### src/rtl/s20_pkg.sv
package s20_pkg;

  localparam int DOUBLE_ROUNDS = 10;
  localparam int RoundCntW = $clog2(2 * DOUBLE_ROUNDS + 1);

  localparam logic [31:0] ConstW0 = 32'h61707865;
  localparam logic [31:0] ConstW5Wide = 32'h3320646e;
  localparam logic [31:0] ConstW5Narrow = 32'h3120646e;
  localparam logic [31:0] ConstW10Wide = 32'h79622d32;
  localparam logic [31:0] ConstW10Narrow = 32'h79622d36;
  localparam logic [31:0] ConstW15 = 32'h6b206574;

  localparam logic [2:0] RegKey01 = 3'd0;
  localparam logic [2:0] RegKey23 = 3'd1;
  localparam logic [2:0] RegKey45 = 3'd2;
  localparam logic [2:0] RegKey67 = 3'd3;
  localparam logic [2:0] RegNonce = 3'd4;
  localparam logic [2:0] RegKeyLen = 3'd5;

  typedef logic [31:0] word_t;
  typedef word_t [15:0] block_t;

  typedef struct packed {
    logic load;
    logic round;
    logic col;
    logic finish;
    logic clear_ctr;
  } s20_cmd_t;

  function automatic word_t rotl(word_t v, int n);
    rotl = (v << n) | (v >> (32 - n));
  endfunction

  function automatic logic [127:0] qr(word_t a, word_t b, word_t c, word_t d);
    word_t b1, c1, d1, a1;
    b1 = b ^ rotl(a + d, 7);
    c1 = c ^ rotl(b1 + a, 9);
    d1 = d ^ rotl(c1 + b1, 13);
    a1 = a ^ rotl(d1 + c1, 18);
    qr = {a1, b1, c1, d1};
  endfunction

endpackage

### src/rtl/s20_ctrl.sv
module s20_ctrl (
  input  logic               clk,
  input  logic               rst,
  input  logic               in_valid,
  input  logic               in_restart,
  input  logic               out_stall,
  output logic               in_stall,
  output logic               out_valid,
  output logic               take,
  output logic [5:0]         pos,
  output s20_pkg::s20_cmd_t  cmd
);
  import s20_pkg::*;

  typedef enum logic [1:0] {IDLE, LOAD, ROUND, FIN} state_t;

  state_t state;
  logic empty;
  logic [RoundCntW-1:0] rcnt;
  logic need;
  logic pend_restart;
  logic out_free;

  assign out_free = !out_valid || !out_stall;
  assign need = in_valid && ((in_restart && !pend_restart) || empty);
  assign in_stall = !(state == IDLE && out_free && !need);
  assign take = in_valid && !in_stall;

  always_comb begin
    cmd = '0;
    cmd.load = (state == LOAD);
    cmd.round = (state == ROUND);
    cmd.col = !rcnt[0];
    cmd.finish = (state == FIN);
    cmd.clear_ctr = (state == IDLE) && in_valid && in_restart && !pend_restart;
  end

  always_ff @(posedge clk) begin
    if (rst) begin
      state <= IDLE;
      empty <= 1'b1;
      pos <= '0;
      rcnt <= '0;
      out_valid <= 1'b0;
      pend_restart <= 1'b0;
    end else begin
      if (take) begin
        out_valid <= 1'b1;
      end else if (!out_stall) begin
        out_valid <= 1'b0;
      end
      case (state)
        IDLE: begin
          if (take) begin
            pos <= pos + 6'd1;
            pend_restart <= 1'b0;
            if (pos == 6'd63) begin
              empty <= 1'b1;
            end
          end else if (need) begin
            pend_restart <= 1'b1;
            state <= LOAD;
          end
        end
        LOAD: begin
          rcnt <= '0;
          state <= ROUND;
        end
        ROUND: begin
          rcnt <= rcnt + 1'b1;
          if (rcnt == RoundCntW'(2 * DOUBLE_ROUNDS - 1)) begin
            state <= FIN;
          end
        end
        FIN: begin
          empty <= 1'b0;
          pos <= '0;
          state <= IDLE;
        end
        default: state <= IDLE;
      endcase
    end
  end

endmodule

### config.mk
export PLATFORM = sky130hd
export DESIGN_NAME = s20_ctrl
export DESIGN_NICKNAME = d
export VERILOG_FILES = /design/src/rtl/s20_pkg.sv /design/src/rtl/s20_ctrl.sv
export SDC_FILE = /design/constraint.sdc
export NUM_CORES = 1
export LEC_CHECK = 0
export ABC_AREA = 1
export BUFFER_PORTS_ARGS = -buffer_cell sky130_fd_sc_hd__buf_2
export CORE_UTILIZATION = 40
export DETAILED_ROUTE_END_ITERATION = 6
export MAX_ROUTING_LAYER = met4
export PLACE_DENSITY_LB_ADDON = 0.1
export SLEW_MARGIN = 10
export SYNTH_ARGS = -nofsm -noshare
export SYNTH_HDL_FRONTEND = slang
export SYNTH_SLANG_ARGS = --single-unit
### constraint.sdc
create_clock -name clk -period 1.8 [get_ports clk]
set_clock_uncertainty 0.15 [all_clocks]
set_input_delay 0.45 -clock clk [delete_from_list [all_inputs] [get_ports clk]]
set_output_delay 0.45 -clock clk [all_outputs]
set_load 0.05 [all_outputs]
# Word level (Yosys, flattened, before mapping)
# Index checks and enable logic that the tools add are counted.
totals:
  input_bits: 5
  wordCells: 57
  register_bits: 16
op_classes:
  n_reduce_logical: 24
  n_addsub: 2
  n_eq_ne: 11
  n_mux: 14
ops:
  columns: ["op", "n"]
  rows:
  - ["one-hot mux 6 bit (2 select lines)", 1]
  - ["one-hot mux 5 bit (2 select lines)", 1]
  - ["logical AND 1 bit", 8]
  - ["one-hot mux 2 bit (4 select lines)", 1]
  - ["adder 6 x 1 -> 6 bit, second input constant", 1]
  - ["== test 6 bit, second input constant", 1]
  - ["zero test 1 bit", 6]
  - ["two-way mux 1 bit", 6]
  - ["two-way mux 2 bit", 3]
  - ["two-way mux 6 bit", 1]
  - ["!= test 2 x 1 -> 1 bit, second input constant", 3]
  - ["!= test 2 bit, second input constant", 3]
  - ["AND reduction 3 bit", 2]
  - ["nonzero test 2 bit", 3]
  - ["adder 5 x 1 -> 5 bit, second input constant", 1]
  - ["== test 5 bit, second input constant", 1]
  - ["== test 2 bit, second input constant", 2]
  - ["AND reduction 2 bit", 2]
  - ["== test 2 x 1 -> 1 bit, second input constant", 1]
  - ["zero test 2 bit", 1]
  - ["logical OR 1 bit", 2]
  - ["one-hot mux 1 bit (2 select lines)", 1]

# Longest topological paths before layout
# Gate-level depths: netlist of run 1.
depth:
  depth_word: 9
  ltp_mapped: 10

# Worst setup path before layout of run 1
# OpenSTA, ideal clock, no wires.
synth_path:
  kind: "register to output"
  startpoint: "register state[0]"
  endpoint: "output cmd[0] (netlist bit)"
  required_ps: 1200
  n_path_buf: 0
  arrival_ps: 1381
  path_slack_ps: -181
  path_stages_with_launch: 5
  path_cell_list: "dfxtp_1 inv_1 ha_1 nand2_1 nor2_1"
synth_rtl:
  columns: ["element", "line", "source"]
  rows:
  - ["start, declared", "s20_ctrl.sv:17", "state_t state;"]
  - ["start signal, assigned", "s20_ctrl.sv:40", "state <= IDLE;"]
  - ["start signal, assigned", "s20_ctrl.sv:62", "state <= LOAD;"]
  - ["start signal, assigned", "s20_ctrl.sv:67", "state <= ROUND;"]
  - ["end, declared", "s20_ctrl.sv:11", "output s20_pkg::s20_cmd_t cmd"]

# Final worst setup path of run 1
layout_path:
  startpoint: "register state[0]"
  endpoint: "output take"
layout_via:
  elab_chain_cells: 4
layout_rtl:
  columns: ["element", "line", "source"]
  rows:
  - ["zero test 2 bit", "s20_ctrl.sv:26", "assign in_stall = !(state == IDLE && out_free && !need);"]
  - ["logical AND 1 bit (2 in series)", "s20_ctrl.sv:26", null]
  - ["logical AND 1 bit", "s20_ctrl.sv:27", "assign take = in_valid && !in_stall;"]
  - ["end, declared", "s20_ctrl.sv:9", "output logic take,"]
# Every way passes these cells.

==> results of run 1 <==
-- registers in the layout, indices dropped and copies added (netlist names) --
signal	cells
empty	1
pend_restart	1
rcnt	5
state	2
out_valid	1
pos	6
-- area by class of cell --
cell class | count | share of cell area, %
flip-flops and latches | 16 | 26.5
well taps | 27 | 2.77
clock buffers | 4 | 2.98
multi-input cells | 93 | 44.0
repair buffers | 28 | 17.2
inverters | 19 | 6.47
-- cell families after synthesis --
group                      share of synthesized area (%)
AOI/OAI and AO/OA                                   8.35
buffers and inverters                               8.49
xor gates and xnor gates                            1.98
DFF                                                 36.2
and+or+nand+nor                                     35.1
adders and majority gates                           9.90
-- worst max-delay path by stage --
stage | from | end | slack (ns)
global route | state[0] | take | -0.22
detailed placement | in_restart | take | 0.006
finish | state[0] | take | -0.14
CTS | state[1] | take | -0.13
floorplan | state[0] | take | 0.008
global placement | in_restart | take | 0.03
-- cells in the mapped netlist --
library cell | number | share of area (%)
nor3_1 | 2 | 1.1
nor3b_1 | 1 | 0.85
ha_1 | 7 | 9.9
nand2_1 | 33 | 14
a21oi_1 | 9 | 5.1
clkinv_1 | 1 | 0.42
xor2_1 | 1 | 0.99
dfxtp_1 | 16 | 36
nand2_4 | 1 | 1.3
a21oi_2 | 1 | 0.99
nor2_1 | 17 | 7.2
nand3_4 | 1 | 2.0
inv_2 | 1 | 0.42
nand3_1 | 14 | 7.9
xnor2_1 | 1 | 0.99
or2_2 | 1 | 0.71
clkbuf_1 | 1 | 0.42
inv_1 | 17 | 7.2
o21ai_0 | 4 | 2.3
-- power breakdown --
part / total, mW / switching, mW / leakage (nW) / internal (mW)
sequential: 0.432 / 0.0304 / 0.131 / 0.402
clock: 0.244 / 0.121 / 0.0210 / 0.123
combinational: 0.843 / 0.491 / 0.421 / 0.351
total: 1.52 / 0.642 / 0.572 / 0.876
-- routing by layer --
metal	global-route usage (%)	routed length, um	up-vias	part of all wire, %
met5	-	0	-	0
met4	5.88	15	0	0.77
met3	5.61	73	2	3.7
met2	32.4	948	17	48
met1	22.3	920	398	47
li1	-	-	471	-
-- layout by cell type (no fill, tap or decap) --
cell type,count
inv_2,2
nor3_1,2
nand2_1,33
clkbuf_8,1
inv_4,1
clkinv_4,1
nor2_2,1
nand2_4,1
a21oi_1,9
buf_6,4
o21ai_0,4
nor2_1,16
buf_8,2
nand3_4,1
or2_2,1
buf_2,12
ha_4,3
clkbuf_4,3
a21oi_4,1
ha_1,4
xnor2_1,1
nor3b_1,1
inv_1,15
nand3_1,14
dfxtp_2,2
buf_4,10
xor2_1,1
dfxtp_1,14
-- what timing repair did --
item | 4_1_cts | 5_1_grt
pin swaps | 3 | 6
setup buffers | 1 | 4
gates resized for setup | 24 | 4
setup endpoints to repair | 5 | 8
cloned | 0 | 0
==> qor.csv, run 1 <==
metric,value,unit
status,finished with violations,
failing checks,negative setup slack,
hold endpoint,out_valid,
# setup viols final,3,
TritonCTS Buffers,3,
vias in the first global route,844,
Pleak,0.572,nW
final hold viol count,0,
initial DRC count,12,
worst slew pin tran,0.252,ns
chip height,49.0,um
post-synthesis sequential area ratio,36.2,%
Syn-to-layout area delta,37.8,%
port bufs,18,
RSZ-0062 raised after global routing,true,
Detailed Routing Iterations Pass 1,4,
Reg2Reg Setup Slack,0.18,ns
Hold Path Class,input pin to flip-flop,
"Slowest-stage cell, CP",dfxtp_2,
Root Driver,clkbuf_4,
period utilization,108,%
fin nets,173,
r2r endpoint,pos[3],
CTS Hold Buffers Added,0,
Initial Util,43.7,%
largest net degree at the start of global routing,10,
drt wl/cell,10.5,um
max-slew violation count,0,
Sum Neg Setup Slack,-0.330,ns
dpl cells,179,
CTS Buffer Depth,2,
Non-Filler Instances,187,
fin crit period,1.94,ns
# IOs,19,
Reg area,323,sq um
slew margin rel.,83.1,%
WP buf/inv,4,
cell count along the critical path,7,
Antenna diodes,0,
fin util,60.3,%
"Data arrival, critical path",1.34,ns
Post-DP HPWL,1.44,mm
CP Cell Sequence,inv_2 -> ha_4 -> inv_4 -> a21oi_4 -> nand3_4 -> clkinv_4 -> buf_8,
GP Congestion,0.800,
Worst Reg-to-Reg Cells,10,
nature of the critical path endpoint,primary output,
routed vias,888,
Worst-Skew Late Latency,0.29,ns
Synth Warn #,0,
Worst setup SP type,flip-flop,
CTS tree,built,
DP Area,1050,sq um
post-synthesis cell type count,19,
CP Class,flip-flop to primary output,
post-route worst setup slack,-0.139,ns
Power Density,1250,nW/um^2
syn avg cell area,6.86,sq um
HP Start,rst,
initial antenna violation count,0,
die area,2400,sq um
crit path max fanout,2,
via/cell ratio,4.75,
layout cell share with drive strength beyond 1,28.7,%
Mapped Nets,141,
max_cap viols,0,
fin area,1220,sq um
Critical Path Max Stage Delay,0.33,ns
routed wire length,1.96,mm
Worst EP required,1.20,ns
Global Route Usage Sum,19.4,%
clock sinks,16,
DRT antenna net count,0,
CP top delay family,flip-flops,
"Reg clk slew, reported paths",0.10,ns
reg-to-reg critical path startpoint,state[0],
Hold Path Stages,2,
FILL cells,196,
Die W,49.0,um
dpl ws,0.00643,ns
Max Clk Rate,0.516,GHz
post-synthesis cell area,885,sq um
Mapped Cells,129,
global-route wire length before repair,3.54,mm
Hold Worst Slack,0.265,ns
VDD IR max,937,uV
H-tree lvl count,1,
footprint of the multi-input gates,537,sq um
Final Power,1.52,mW
DRC viols,0,
cell row count,16,
core area,2020,sq um
"flops & latches, synth",16,
total gr overflow,0,
(Power assumes the default switching activity.)
==> run 2, diff against run 1 <==
Settings changed: ABC_AREA 1 to 0.
==> qor.csv, run 2 <==
metric,value,unit,change
Final Power,1.53,mW,was 1.52 mW
largest reg by FF count,pos,,unchanged
"Reg clk slew, reported paths",0.10,ns,about the same
slew margin rel.,81.2,%,was 83.1%
nature of the critical path endpoint,primary output,,unchanged
Root Driver,clkbuf_4,,unchanged
clock sinks,16,,unchanged
Hold Path Class,input pin to flip-flop,,unchanged
# setup viols final,4,,was 3
Worst-Skew Late Latency,0.29,ns,about the same
dpl cells,156,,was 179
post-synthesis sequential area ratio,36.7,%,was 36.2%
synth cell count leaders,"dfxtp_1 (16), inv_1 (9), nor2_1 (9)",,"was nand2_1 (33), inv_1 (17), nor2_1 (17)"
initial DRC count,9,,was 12
# IOs,19,,unchanged
drt wl/cell,12.8,um,was 10.5 um
chip height,48.7,um,was 49.0 um
"count leader, synth",dfxtp_1,,was nand2_1
"commonest non-fill, non-tap cell in the layout",buf_4,,was nand2_1
Worst setup SP type,flip-flop,,unchanged
total gr overflow,0,,unchanged
routed wire length,2.10,mm,was 1.96 mm
port bufs,18,,unchanged
max reg flops,6,,unchanged
Max Clk Rate,0.509,GHz,was 0.516 GHz
syn avg cell area,8.82,sq um,was 6.86 sq um
Compound-Gate Fraction of Synth Area,17.3,%,was 8.35%
Antenna diodes,0,,unchanged
post-route worst setup slack,-0.164,ns,was -0.139 ns
period utilization,109,%,was 108%
post-synthesis cell type count,29,,was 19
DRT antenna net count,0,,unchanged
Power Density,1180,nW/um^2,was 1250 nW/um^2
CTS Buffer Depth,2,,unchanged
mux contribution to synthesized area,2.29,%,was 0%
core area,2000,sq um,was 2020 sq um
CTS Hold Buffers Added,0,,unchanged
dpl ws,-0.0539,ns,was 0.00643 ns
RSZ-0062 raised after global routing,true,,unchanged
CP Class,flip-flop to primary output,,unchanged
largest family of logic cells by synthesized area,simple AND/OR/NAND/NOR gates,,unchanged
main area contributors after synthesis,"dfxtp_1 (37%), ha_1 (10%), or3_1 (4.3%), inv_1 (3.9%), nor2_1 (3.9%)",,"was dfxtp_1 (36%), nand2_1 (14%), ha_1 (9.9%), nand3_1 (7.9%), inv_1 (7.2%)"
H-tree lvl count,1,,unchanged
"flops & latches, synth",16,,unchanged
VDD IR max,831,uV,was 937 uV
"Data arrival, critical path",1.36,ns,was 1.34 ns
cell row count,16,,unchanged
Most used DFF post-synth,dfxtp_1,,unchanged
TritonCTS Buffers,3,,unchanged
Worst EP required,1.20,ns,about the same
Initial Util,43.6,%,was 43.7%
max_cap viols,0,,unchanged
Pleak,0.525,nW,was 0.572 nW
routed vias,845,,was 888
DRC viols,0,,unchanged
fin crit period,1.96,ns,was 1.94 ns
fin util,64.9,%,was 60.3%
share of the synthesized area in the top cell type,36.7,%,was 36.2%
async set-or-reset flop fraction in the synthesized netlist,0,%,unchanged
largest net degree at the start of global routing,10,,unchanged
xor and xnor fraction of the mapped netlist area,4.01,%,was 1.98%
crit path max fanout,3,,was 2
via/cell ratio,5.15,,was 4.75
Top Registers,"pos: 6 flops, rcnt: 5 flops, state: 2 flops",,unchanged
initial antenna violation count,0,,unchanged
post-synthesis cell area,873,sq um,was 885 sq um
max-slew violation count,0,,unchanged
Non-Filler Instances,164,,was 187
Mapped Nets,111,,was 141
die area,2370,sq um,was 2400 sq um
status,finished with violations,,unchanged
Mapped Cells,99,,was 129
synthesized-area fraction occupied by adder cells,10.0,%,was 9.90%
Die W,48.7,um,was 49.0 um
CTS tree,built,,unchanged
Detailed Routing Iterations Pass 1,4,,unchanged
"area leader, netlist",dfxtp_1,,unchanged
global-route wire length before repair,3.75,mm,was 3.54 mm
fin nets,150,,was 173
failing checks,negative setup slack,,unchanged
Global Route Usage Sum,21.2,%,was 19.4%
Syn-to-layout area delta,48.7,%,was 37.8%
worst slew pin tran,0.280,ns,was 0.252 ns
simple-gate area share of the yosys netlist,24.9,%,was 35.1%
Post-DP HPWL,1.46,mm,was 1.44 mm
final hold viol count,0,,unchanged
"EDFF count, synth",0,,unchanged
Synth Warn #,0,,unchanged
vias in the first global route,915,,was 844
most frequent cells in the layout,"buf_4 (15), dfxtp_1 (13), buf_2 (12)",,"was nand2_1 (33), nor2_1 (16), inv_1 (15)"
layout cell share with drive strength beyond 1,42.3,%,was 28.7%
GP Congestion,0.774,,was 0.800
FILL cells,165,,was 196
run 2: layout make-up:
| class | instances | area [sq um] | area share (%) |
|---|---|---|---|
| Tap cell | 27 | 33.8 | 2.60 |
| Inverter | 9 | 37.5 | 2.89 |
| Clock buffer | 4 | 36.3 | 2.79 |
| Sequential cell | 16 | 324 | 25.0 |
| Timing Repair Buffer | 35 | 278 | 21.4 |
| Multi-Input combinational cell | 73 | 589 | 45.4 |
run 2: path summary, 6_finish.rpt:
path	startpoint	endpoint	slack, ns	cells after the start
max reg2reg	state[1]	pos[2]	0.07	7
min	rst	pos[0]	0.30	2
max	state[0]	take	-0.16	6
min reg2reg	rcnt[4]	rcnt[4]	0.37	2
run 2: metal layers:
layer | wire, um | vias to the layer above | track usage [%]
met5 | 0 | - | -
met4 | 53 | 0 | 9.31
met3 | 73 | 7 | 6.92
met2 | 1090 | 12 | 38.4
met1 | 887 | 396 | 20.2
li1 | - | 430 | -
run 2: power breakdown:
part	internal, mW	switching, mW	total (mW)
logic	0.382	0.471	0.853
clock network	0.123	0.119	0.243
registers	0.398	0.0330	0.431
run 2: per-stage QoR:
stage                     TNS [ns]  hold WS, ns  instance area, sq um
after floorplan                  0        0.321                   898
after global placement     -0.0854        0.338                  1130
after detailed placement    -0.105        0.344                  1130
after CTS                   -0.368        0.278                  1270
after global routing        -0.650        0.293                  1300
final                       -0.348        0.296                  1300
run 2: critical path: stages (launching register included):
cell and delay [ns]:
dfxtp_2 0.33, inv_2 0.07, ha_4 0.13, and2_4 0.15
nand4_4 0.12, clkinvlp_4 0.12, buf_8 0.14
run 2: cells by family after synthesis:
| kind of cell | Yosys count |
|---|---|
| AND/OR/NAND/NOR | 38 |
| AO/OA/AOI/OAI | 21 |
| flip-flops | 16 |
| buffers and inverters | 11 |
| adder cells (fa/ha/maj) | 7 |
| XOR/XNOR | 4 |
| multiplexers | 2 |
run 2: what timing repair did:
action / in CTS / in global routing
setup endpoints to repair: 10 / 12
cloned: 1 / 0
endpoints found under the hold margin: 0 / 0
resized for setup: 21 / 9
setup buffers: 3 / 4
pin swaps: 4 / 9
==> run 3, diff against run 2 <==
Settings changed: CORE_UTILIZATION 40 to 25, PLACE_DENSITY set to 0.51, PLACE_DENSITY_LB_ADDON 0.1 to unset.
==> qor.csv, run 3 (same netlist as run 2, synthesis figures left out) <==
metric,value,unit,change
status,finished with violations,,unchanged
failing checks,negative setup slack,,unchanged
fin nets,152,,was 150
Global Route Usage Sum,12.5,%,was 21.2%
fin util,39.7,%,was 64.9%
Worst setup SP type,flip-flop,,unchanged
dpl ws,-0.0594,ns,was -0.0539 ns
Post-DP HPWL,1.50,mm,was 1.46 mm
Worst-Skew Late Latency,0.28,ns,was 0.29 ns
final hold viol count,0,,unchanged
TritonCTS Buffers,3,,unchanged
Top Registers,"pos: 6 flops, rcnt: 5 flops, state: 2 flops",,unchanged
vias in the first global route,786,,was 915
Power Density,1170,nW/um^2,was 1180 nW/um^2
Hold Path Class,input pin to flip-flop,,unchanged
Initial Util,26.2,%,was 43.6%
dpl cells,176,,was 156
CP Class,flip-flop to primary output,,unchanged
die area,3730,sq um,was 2370 sq um
routed wire length,1.93,mm,was 2.10 mm
post-route worst setup slack,-0.150,ns,was -0.164 ns
max-slew violation count,0,,unchanged
crit path max fanout,3,,unchanged
max_cap viols,0,,unchanged
clock sinks,16,,unchanged
Max Clk Rate,0.513,GHz,was 0.509 GHz
CTS Hold Buffers Added,0,,unchanged
Final Power,1.54,mW,was 1.53 mW
chip height,61.1,um,was 48.7 um
port bufs,18,,unchanged
RSZ-0062 raised after global routing,true,,unchanged
drt wl/cell,10.5,um,was 12.8 um
max reg flops,6,,unchanged
"Reg clk slew, reported paths",0.10,ns,about the same
largest reg by FF count,pos,,unchanged
# setup viols final,4,,unchanged
initial antenna violation count,0,,unchanged
nature of the critical path endpoint,primary output,,unchanged
Worst EP required,1.20,ns,about the same
worst slew pin tran,0.292,ns,was 0.280 ns
Die W,61.1,um,was 48.7 um
via/cell ratio,4.40,,was 5.15
initial DRC count,19,,was 9
core area,3340,sq um,was 2000 sq um
period utilization,108,%,was 109%
global-route wire length before repair,3.36,mm,was 3.75 mm
most frequent cells in the layout,"buf_4 (18), dfxtp_1 (12), buf_2 (12)",,"was buf_4 (15), dfxtp_1 (13), buf_2 (12)"
Antenna diodes,0,,unchanged
routed vias,810,,was 845
cell row count,21,,was 16
DRC viols,0,,unchanged
Non-Filler Instances,184,,was 164
VDD IR max,471,uV,was 831 uV
H-tree lvl count,1,,unchanged
Root Driver,clkbuf_4,,unchanged
Syn-to-layout area delta,51.7,%,was 48.7%
GP Congestion,0.736,,was 0.774
FILL cells,370,,was 165
"commonest non-fill, non-tap cell in the layout",buf_4,,unchanged
layout cell share with drive strength beyond 1,42.8,%,was 42.3%
"Data arrival, critical path",1.35,ns,was 1.36 ns
CTS tree,built,,unchanged
largest net degree at the start of global routing,10,,unchanged
slew margin rel.,80.2,%,was 81.2%
Detailed Routing Iterations Pass 1,3,,was 4
DRT antenna net count,0,,unchanged
Pleak,0.533,nW,was 0.525 nW
CTS Buffer Depth,2,,unchanged
# IOs,19,,unchanged
total gr overflow,0,,unchanged
fin crit period,1.95,ns,was 1.96 ns
Sum Neg Setup Slack,-0.332,ns,was -0.348 ns
## run 3: path summary, 6_finish.rpt
path	slack, ns	cells past startpoint	to	start
max	-0.15	6	take	state[0]
min	0.29	2	out_valid	rst
max reg2reg	0	8	pos[2]	state[0]
min reg2reg	0.37	2	pos[3]	pos[3]
## run 3: stage by stage
step           instance area, sq um  hold slack, ns
2_1_floorplan                   898           0.321
5_1_grt                        1330           0.303
3_5_place_dp                   1150           0.351
3_3_place_gp                   1150           0.333
6_report                       1330           0.290
4_1_cts                        1260           0.278
## run 3: timing repair
| action | CTS | global route |
|---|---|---|
| pin swaps | 1 | 9 |
| gates resized for setup | 22 | 11 |
| buffers inserted | 3 | 4 |
| endpoints found under the setup margin | 11 | 10 |
## run 3: area by class of cell
cell class | count | area (sq um) | area share, %
flip-flops and latches | 16 | 325 | 24.6
repair buffers | 38 | 304 | 22.9
well taps | 46 | 57.6 | 4.34
clock buffers | 3 | 22.5 | 1.70
inverters | 9 | 37.5 | 2.83
multi-input cells | 72 | 578 | 43.6
## run 3: worst max-delay path: stages (launching register included)
cell and delay, ns:
dfxtp_2 0.35, inv_2 0.05, ha_4 0.15, and2_4 0.15, nand4_4 0.10, clkinvlp_4 0.11, buf_8 0.16
## run 3: routing by layer
metal | GRT usage (%) | up-vias | wire length [um]
met4 | 1.95 | 0 | 14
met5 | - | - | 0
met3 | 4.41 | 2 | 73
met2 | 18.0 | 14 | 906
met1 | 17.1 | 365 | 933
li1 | - | 429 | -
## run 3: power breakdown
part           switching [mW]  internal [mW]
registers              0.0325          0.400
logic                   0.480          0.450
clock network           0.105         0.0775
total                   0.618          0.927
